--- config.mk ---
export PLATFORM = sky130hd
export DESIGN_NAME = ar1_coefficient_estimator_unit
export DESIGN_NICKNAME = d
export VERILOG_FILES = /design/src/ar1ce_pkg.sv /design/src/ar1_coefficient_estimator_unit.sv /design/src/ar1ce_ctrl.sv /design/src/ar1ce_dp.sv
export SDC_FILE = /design/constraint.sdc
export NUM_CORES = 2
export LEC_CHECK = 0
export ABC_CLOCK_PERIOD_IN_PS = 17900
export BUFFER_PORTS_ARGS = -buffer_cell sky130_fd_sc_hd__buf_2
export CAP_MARGIN = 5
export CORE_ASPECT_RATIO = 0.8
export CORE_MARGIN = 2
export CORE_UTILIZATION = 60
export DETAILED_ROUTE_END_ITERATION = 16
export PLACE_DENSITY_LB_ADDON = 0.12
export SLEW_MARGIN = 20
export SYNTH_ARGS = -nofsm -noshare
export SYNTH_HDL_FRONTEND = slang
export SYNTH_SLANG_ARGS = --single-unit
--- constraint.sdc ---
create_clock -name clk_i -period 17.9 [get_ports clk_i]
set_input_delay 3.58 -clock clk_i [delete_from_list [all_inputs] [get_ports clk_i]]
set_output_delay 3.58 -clock clk_i [all_outputs]
set_load 0.01 [all_outputs]
--- src/ar1ce_pkg.sv ---
// Shared types and constants for the AR(1) coefficient estimator.
package ar1ce_pkg;

  localparam int unsigned SAMPLE_W  = 16;
  localparam int unsigned PROD_W    = 2 * SAMPLE_W;
  localparam int unsigned ENERGY_W  = 42;
  localparam int unsigned CROSS_W   = 43;
  localparam int unsigned FRAC_BITS = 12;
  localparam int unsigned COEF_W    = 16;
  localparam int unsigned STATUS_W  = 2;

  // quotient bits resolved by the divider; anything at or above 2^QUO_W is overflow
  localparam int unsigned QUO_W     = COEF_W + 1;
  localparam int unsigned CNT_W     = $clog2(QUO_W);
  // dividend 2*(|cross| << FRAC_BITS) + energy
  localparam int unsigned REM_W     = CROSS_W + FRAC_BITS + 1;
  // divisor 2*energy
  localparam int unsigned DEN_W     = ENERGY_W + 1;
  localparam int unsigned DSH_W     = DEN_W + QUO_W - 1;
  localparam int unsigned OVF_W     = DEN_W + QUO_W;

  localparam logic [QUO_W-1:0] POS_LIMIT = QUO_W'((1 << (COEF_W - 1)) - 1);
  localparam logic [QUO_W-1:0] NEG_LIMIT = QUO_W'(1 << (COEF_W - 1));

  typedef enum logic [STATUS_W-1:0] {
    STATUS_OK   = 2'd0,
    STATUS_SAT  = 2'd1,
    STATUS_ZERO = 2'd2
  } status_e;

  typedef struct packed {
    logic take;      // input transfer this cycle
    logic div_load;  // set up dividend, divisor and flags
    logic div_step;  // one restoring division step
    logic out_load;  // write result register and clear the sums
  } cmd_t;

  typedef struct packed {
    logic out_busy;  // result register holds a result that is not taken this cycle
  } sts_t;

endpackage

--- src/ar1_coefficient_estimator_unit.sv ---
// Top level of the AR(1) least-squares coefficient estimator.
//
// Input stream: one signed 16-bit sample per transfer on s_axis_tdata, with
// s_axis_tlast on the final sample of a series. While a series runs, a
// transfer is taken every cycle: each sample costs two 16x16 multiplies
// (registered) and two saturating accumulates in the following cycle.
// On the transfer that carries tlast, s_axis_tready drops. The block flushes
// the last products, sets up the divider, runs a restoring divider one
// quotient bit per cycle, then writes the result register: the result appears
// and s_axis_tready returns in the same cycle. The serial divider sets the
// length of that wait.
// Output stream: one transfer per series, m_axis_tdata = Q3.12 coefficient and
// status (ok, saturated, zero denominator). The result register frees the input
// side: a new series streams in while a result waits. If the receiver stalls
// and the next result is ready, the block holds in its write step with
// s_axis_tready low until the register is taken.
// Reset (async, active low) clears the sums, the sample history, the sequencer
// and m_axis_tvalid.
module ar1_coefficient_estimator_unit (
  input  logic        clk_i,
  input  logic        rst_ni,
  input  logic        s_axis_tvalid,
  output logic        s_axis_tready,
  input  logic [15:0] s_axis_tdata,   // [15:0] sample
  input  logic        s_axis_tlast,   // last
  output logic        m_axis_tvalid,
  input  logic        m_axis_tready,
  output logic [23:0] m_axis_tdata    // [15:0] coefficient, [17:16] status, [23:18] zero
);

  ar1ce_pkg::cmd_t cmd;
  ar1ce_pkg::sts_t sts;
  logic [ar1ce_pkg::COEF_W-1:0]   coef;
  logic [ar1ce_pkg::STATUS_W-1:0] status;

  ar1ce_ctrl u_ctrl (
    .clk_i      (clk_i),
    .rst_ni     (rst_ni),
    .in_valid_i (s_axis_tvalid),
    .in_last_i  (s_axis_tlast),
    .in_ready_o (s_axis_tready),
    .sts_i      (sts),
    .cmd_o      (cmd)
  );

  ar1ce_dp u_dp (
    .clk_i       (clk_i),
    .rst_ni      (rst_ni),
    .cmd_i       (cmd),
    .sts_o       (sts),
    .sample_i    (s_axis_tdata),
    .last_i      (s_axis_tlast),
    .out_valid_o (m_axis_tvalid),
    .out_ready_i (m_axis_tready),
    .coef_o      (coef),
    .status_o    (status)
  );

  assign m_axis_tdata = {6'b000000, status, coef};

endmodule

--- src/ar1ce_ctrl.sv ---
// Sequencer for the AR(1) estimator: accumulate, flush, divide, write result.
module ar1ce_ctrl (
  input  logic             clk_i,
  input  logic             rst_ni,
  input  logic             in_valid_i,
  input  logic             in_last_i,
  output logic             in_ready_o,
  input  ar1ce_pkg::sts_t  sts_i,
  output ar1ce_pkg::cmd_t  cmd_o
);

  typedef enum logic [2:0] {
    S_ACCUM,
    S_FLUSH,
    S_LOAD,
    S_DIV,
    S_WRITE
  } state_e;

  state_e state_q, state_d;
  logic [ar1ce_pkg::CNT_W-1:0] cnt_q, cnt_d;
  logic take;

  assign in_ready_o = (state_q == S_ACCUM);
  assign take       = in_valid_i && in_ready_o;

  always_comb begin
    state_d = state_q;
    cnt_d   = cnt_q;
    cmd_o   = '0;
    cmd_o.take = take;
    unique case (state_q)
      S_ACCUM: begin
        if (take && in_last_i) begin
          state_d = S_FLUSH;
        end
      end
      S_FLUSH: begin
        state_d = S_LOAD;
      end
      S_LOAD: begin
        cmd_o.div_load = 1'b1;
        cnt_d          = '0;
        state_d        = S_DIV;
      end
      S_DIV: begin
        cmd_o.div_step = 1'b1;
        cnt_d          = cnt_q + 1'b1;
        if (cnt_q == ar1ce_pkg::CNT_W'(ar1ce_pkg::QUO_W - 1)) begin
          state_d = S_WRITE;
        end
      end
      S_WRITE: begin
        if (!sts_i.out_busy) begin
          cmd_o.out_load = 1'b1;
          state_d        = S_ACCUM;
        end
      end
      default: state_d = S_ACCUM;
    endcase
  end

  always_ff @(posedge clk_i or negedge rst_ni) begin
    if (!rst_ni) begin
      state_q <= S_ACCUM;
      cnt_q   <= '0;
    end else begin
      state_q <= state_d;
      cnt_q   <= cnt_d;
    end
  end

endmodule

--- src/ar1ce_dp.sv ---
// Datapath: product registers, saturating sums, serial divider, result register.
module ar1ce_dp (
  input  logic                                clk_i,
  input  logic                                rst_ni,
  input  ar1ce_pkg::cmd_t                     cmd_i,
  output ar1ce_pkg::sts_t                     sts_o,
  input  logic signed [ar1ce_pkg::SAMPLE_W-1:0] sample_i,
  input  logic                                last_i,
  output logic                                out_valid_o,
  input  logic                                out_ready_i,
  output logic [ar1ce_pkg::COEF_W-1:0]        coef_o,
  output logic [ar1ce_pkg::STATUS_W-1:0]      status_o
);

  localparam int unsigned EW = ar1ce_pkg::ENERGY_W;
  localparam int unsigned CW = ar1ce_pkg::CROSS_W;
  localparam int unsigned PW = ar1ce_pkg::PROD_W;

  // multiply stage
  logic signed [ar1ce_pkg::SAMPLE_W-1:0] prev_q;
  logic                                  have_prev_q;
  logic signed [PW-1:0]                  pe_q, pc_q;
  logic                                  pv_q;

  // sums
  logic [EW-1:0]        energy_q;
  logic signed [CW-1:0] cross_q;
  logic [EW:0]          e_sum;
  logic [CW:0]          c_sum;
  logic [EW-1:0]        e_sat;
  logic [CW-1:0]        c_sat;

  // divider
  logic [ar1ce_pkg::REM_W-1:0] rem_q;
  logic [ar1ce_pkg::DSH_W-1:0] dsh_q;
  logic [ar1ce_pkg::QUO_W-1:0] quo_q;
  logic                        neg_q, ovf_q, zero_q;
  logic [CW-1:0]               mag;
  logic [ar1ce_pkg::REM_W-1:0] num;
  logic [ar1ce_pkg::DEN_W-1:0] den;
  logic                        fits;

  // result
  logic                                out_valid_q;
  logic [ar1ce_pkg::COEF_W-1:0]        coef_q, coef_d;
  logic [ar1ce_pkg::STATUS_W-1:0]      status_q;
  ar1ce_pkg::status_e                  status_d;
  logic [ar1ce_pkg::QUO_W-1:0]         neg_quo;

  always_ff @(posedge clk_i or negedge rst_ni) begin
    if (!rst_ni) begin
      prev_q      <= '0;
      have_prev_q <= 1'b0;
      pv_q        <= 1'b0;
    end else begin
      pv_q <= cmd_i.take && have_prev_q;
      if (cmd_i.take) begin
        prev_q      <= sample_i;
        have_prev_q <= !last_i;
      end
    end
  end

  always_ff @(posedge clk_i) begin
    if (cmd_i.take) begin
      pe_q <= prev_q * prev_q;
      pc_q <= sample_i * prev_q;
    end
  end

  // energy grows only; cross clamps to the signed CW-bit range
  assign e_sum = {1'b0, energy_q} + (EW + 1)'(pe_q[PW-2:0]);
  assign c_sum = {cross_q[CW-1], cross_q} + (CW + 1)'(pc_q);
  assign e_sat = e_sum[EW] ? '1 : e_sum[EW-1:0];

  always_comb begin
    if (c_sum[CW] == c_sum[CW-1]) begin
      c_sat = c_sum[CW-1:0];
    end else if (c_sum[CW]) begin
      c_sat = {1'b1, {(CW - 1){1'b0}}};
    end else begin
      c_sat = {1'b0, {(CW - 1){1'b1}}};
    end
  end

  always_ff @(posedge clk_i or negedge rst_ni) begin
    if (!rst_ni) begin
      energy_q <= '0;
      cross_q  <= '0;
    end else if (cmd_i.out_load) begin
      energy_q <= '0;
      cross_q  <= '0;
    end else if (pv_q) begin
      energy_q <= e_sat;
      cross_q  <= c_sat;
    end
  end

  // dividend carries the half-divisor for round-half-away rounding
  assign mag = cross_q[CW-1] ? CW'(-cross_q) : cross_q;
  assign num = {mag, {(ar1ce_pkg::FRAC_BITS + 1){1'b0}}} + ar1ce_pkg::REM_W'(energy_q);
  assign den = {energy_q, 1'b0};
  assign fits = ({3'b000, rem_q} >= dsh_q);

  always_ff @(posedge clk_i) begin
    if (cmd_i.div_load) begin
      rem_q  <= num;
      dsh_q  <= {den, {(ar1ce_pkg::QUO_W - 1){1'b0}}};
      quo_q  <= '0;
      neg_q  <= cross_q[CW-1];
      zero_q <= (energy_q == '0);
      ovf_q  <= (ar1ce_pkg::OVF_W'(num) >= {den, {ar1ce_pkg::QUO_W{1'b0}}});
    end else if (cmd_i.div_step) begin
      if (fits) begin
        rem_q <= rem_q - dsh_q[ar1ce_pkg::REM_W-1:0];
      end
      dsh_q <= dsh_q >> 1;
      quo_q <= {quo_q[ar1ce_pkg::QUO_W-2:0], fits};
    end
  end

  assign neg_quo = -quo_q;

  always_comb begin
    coef_d   = '0;
    status_d = ar1ce_pkg::STATUS_OK;
    if (zero_q) begin
      status_d = ar1ce_pkg::STATUS_ZERO;
    end else if (!neg_q) begin
      if (ovf_q || quo_q > ar1ce_pkg::POS_LIMIT) begin
        coef_d   = ar1ce_pkg::POS_LIMIT[ar1ce_pkg::COEF_W-1:0];
        status_d = ar1ce_pkg::STATUS_SAT;
      end else begin
        coef_d = quo_q[ar1ce_pkg::COEF_W-1:0];
      end
    end else begin
      if (ovf_q || quo_q > ar1ce_pkg::NEG_LIMIT) begin
        coef_d   = ar1ce_pkg::NEG_LIMIT[ar1ce_pkg::COEF_W-1:0];
        status_d = ar1ce_pkg::STATUS_SAT;
      end else begin
        coef_d = neg_quo[ar1ce_pkg::COEF_W-1:0];
      end
    end
  end

  always_ff @(posedge clk_i or negedge rst_ni) begin
    if (!rst_ni) begin
      out_valid_q <= 1'b0;
    end else if (cmd_i.out_load) begin
      out_valid_q <= 1'b1;
    end else if (out_ready_i) begin
      out_valid_q <= 1'b0;
    end
  end

  always_ff @(posedge clk_i) begin
    if (cmd_i.out_load) begin
      coef_q   <= coef_d;
      status_q <= status_d;
    end
  end

  assign sts_o.out_busy = out_valid_q && !out_ready_i;
  assign out_valid_o    = out_valid_q;
  assign coef_o         = coef_q;
  assign status_o       = status_q;

endmodule

==> out/metrics.cfg <==
[critical_path]
critPathArrivalTime_ns = 9.66
reg2reg_slack_ns = 10.07
critPathLaunch = s_axis_tdata[6]
crit_end = u_dp.pc_q[31]$_DFFE_PP_
rr_worst_depth = 23
r2r-start = u_dp.cross_q[0]$_DFFE_PN0P_
cp_data_required_time_ns = 18.22
cp-start-kind = input port
end_kind = register
worstSetupPathType = in2reg
cp_max_fo = 17
r2r-end = u_dp.ovf_q$_DFFE_PP_

[grt]
grt_usage_pct = 31.08
globalRouteMet3Util_pct = 4.897
use_met1_pct = 46.31
antenna_found_initial = 3
grt_pass1_wl_mm = 180.2
grt_max_degree = 88
grt_pass1_vias = 32820
grt.overflow.total = 0
grt_busiest_layer = met2
grtUsageMet2_pct = 46.67

[clock_network]
cts-resized-gates = 0
htreeDepth = 2
cts_buffers = 39
cts_setup_buffers = 0
path_clk_slew_ns = 0.06
cts_tree = built
cts_sinks = 327
clkLatencyLatePin_ns = 0.60
root_buffer = clkbuf_16
hold_buffers = 0
clockBufferDepth = 3

[place]
place.detailed.hpwl_mm = 85.46
gp_congestion = 0.9755
numPortBuffers = 40

[die]
initial_core_util_pct = 60.32
die_h_um = 241.6
rows = 87
die_width_um = 301.0
coreArea_mm2 = 0.07021
die-area_mm2 = 0.07274
pin_count = 47

[sta]
skew_ns = 0.03420
timing.fmax_ghz = 0.1071
finalCriticalPeriod_ns = 9.341
fin_setup_tns_ns = 0
rsz0062_at_grt = no
slew_viol_final = 0
finalHoldViolCount = 0
fin_crit_sh_pct = 52.18
worst_pin_slew_ns = 1.186
maxSlewHeadroom_pct = 18.89
setup-violations-final = 0

[synthesis]
seq_area_frac_synth_pct = 21.06
syn_area_per_cell_um2 = 9.063
ys_types = 83
synth_edf_count = 181
synth-seq-cells = 327
synth-main-ff-cell = edfxtp_1
ys_async_sr_fraction_pct = 34.25
syn_area_mm2 = 0.04235
netlist_instances = 4673
ys.warnings.count = 0

[drt]
remaining_drc_errors = 0
ant_nets = 0
first_iter_violations = 2675
drt-total-wl_mm = 110.2
drtPass1Iterations = 5
post_drt_wl_per_cell_um = 19.75
vias_per_cell = 5.863
vias = 32720

[finish]
area_growth_pct = 5.454
drive_above_1_share_pct = 4.242
nets = 5507

[job]
drv_cap = 0

[min_path]
hold_path.class = reg2reg

[status]
status = completed

==> sequential cells by signal, indices dropped and copies added (netlist names), 2 cells and up <==
signal          cells
u_ctrl.state_q      3
u_dp.status_o       2
u_ctrl.cnt_q        5
u_dp.dsh_q         59
u_dp.quo_q         17
u_dp.pe_q          30
u_dp.cross_q       43
u_dp.pc_q          32
u_dp.prev_q        16
u_dp.coef_o        16
u_dp.energy_q      42
u_dp.rem_q         56
==> worst max-delay path, cell delays in order <==
cell and delay [ns]:
buf_2 0.25, and2_1 0.22, fa_1 0.53, inv_1 0.05, fa_1 0.49, fa_1 0.51, inv_1 0.05, fa_1 0.46
fa_1 0.55, inv_1 0.06, fa_1 0.53, inv_1 0.04, ha_1 0.38, nand4_1 0.18, nor4_1 0.27, nor2_1 0.11
a211o_1 0.31, a31oi_1 0.25, a41oi_1 0.22, o211ai_1 0.27, a31oi_1 0.11, o21bai_1 0.16, xnor2_1 0.09
==> how the worst min path moves through the flow <==
stage / from / to / slack [ns] / cells past startpoint
6_report: u_dp.dsh_q[0]$_SDFFE_PP0P_ / u_dp.dsh_q[0]$_SDFFE_PP0P_ / 0.45 / 2
5_1_grt: u_dp.quo_q[16]$_SDFFE_PP0P_ / u_dp.quo_q[16]$_SDFFE_PP0P_ / 0.48 / 2
4_1_cts: u_dp.dsh_q[0]$_SDFFE_PP0P_ / u_dp.dsh_q[0]$_SDFFE_PP0P_ / 0.45 / 2
3_5_place_dp: u_dp.dsh_q[0]$_SDFFE_PP0P_ / u_dp.dsh_q[0]$_SDFFE_PP0P_ / 0.44 / 2
3_3_place_gp: u_dp.dsh_q[0]$_SDFFE_PP0P_ / u_dp.dsh_q[0]$_SDFFE_PP0P_ / 0.43 / 2
2_1_floorplan: u_dp.dsh_q[0]$_SDFFE_PP0P_ / u_dp.dsh_q[0]$_SDFFE_PP0P_ / 0.42 / 2
==> routing by layer <==
layer	vias up	wire, µm
li1	15440	-
met1	15970	51220
met2	1117	47490
met3	192	7939
met4	4	3555
met5	-	24
==> kinds of logic after synthesis <==
kind of cell / count (synthesis) / share of synthesized area (%)
muxes: 54 / 1.312
and+or+nand+nor: 1243 / 14.20
xor gates and xnor gates: 272 / 5.625
AOI/OAI and AO/OA: 909 / 14.29
DFF: 327 / 21.06
other: 1 / 0.008854
buffers and inverters: 995 / 8.884
adders and majority gates: 872 / 34.62
==> cells in the mapped netlist (all sizes together), types with 19 or more instances <==
master	instances	area share, %
inv	811	7.2
fa	500	24
nand2	421	3.7
ha	372	11
nor2	261	2.3
a21oi	233	2.8
xnor2	186	3.8
o21ai	184	2.2
edfxtp	181	13
and2	170	2.5
clkbuf	160	1.4
a21o	139	2.5
dfrtp	112	6.6
nand3	95	1.1
xor2	86	1.8
nor3	58	0.69
nand4	53	0.78
mux2i	42	0.99
o21bai	42	0.74
a221o	41	0.97
a221oi	41	0.86
nand2b	36	0.53
dfxtp	34	1.6
a31oi	31	0.46
nor2b	29	0.43
o21a	27	0.48
o31ai	27	0.48
a211oi	26	0.46
nor4	25	0.45
or3	24	0.35
buf	22	0.26
and3	19	0.28
==> area by class of cell <==
cell class / count / area, µm²
multi-input cells: 3356 / 29710
fillers: 6009 / 25550
inverters: 813 / 3054
clock inverters: 14 / 183.9
repair buffers: 77 / 480.5
well taps: 934 / 1169
diodes: 2 / 5.005
flip-flops and latches: 327 / 8922
clock buffers: 57 / 1134
==> cells in the final DEF, fill, tap and decap left out, drive strengths merged, types with 26 or more instances in the layout <==
cell type and n:
a21oi 233, nor2b 29, clkbuf 57, xnor2 186
nand2b 36, nand3 95, o31ai 27, edfxtp 181
ha 372, nor3 58, and2 170, xor2 86
a211oi 26, nor2 261, o21a 27, nand2 421
buf 77, nand4 53, fa 500, a221oi 41
o21ai 184, o21bai 42, a31oi 31, a221o 41
dfrtp 112, dfxtp 34, a21o 139, inv 813
mux2i 42
==> metrics by stage <==
stage	utilization, %	setup WS, ns	instances	instance area [µm²]	hold WS [ns]
global placement	61.73	8.093	5507	43340	0.4347
detailed placement	61.73	7.980	5507	43340	0.4432
finish	63.61	8.559	5580	44660	0.4466
floorplan	-	8.386	4678	42370	0.4223
CTS	63.60	8.598	5578	44660	0.4515
global route	63.61	8.176	5579	44660	0.4762
Power is not shown: default switching activity piles up to over one toggle a cycle in this logic, so the estimate is an artifact.
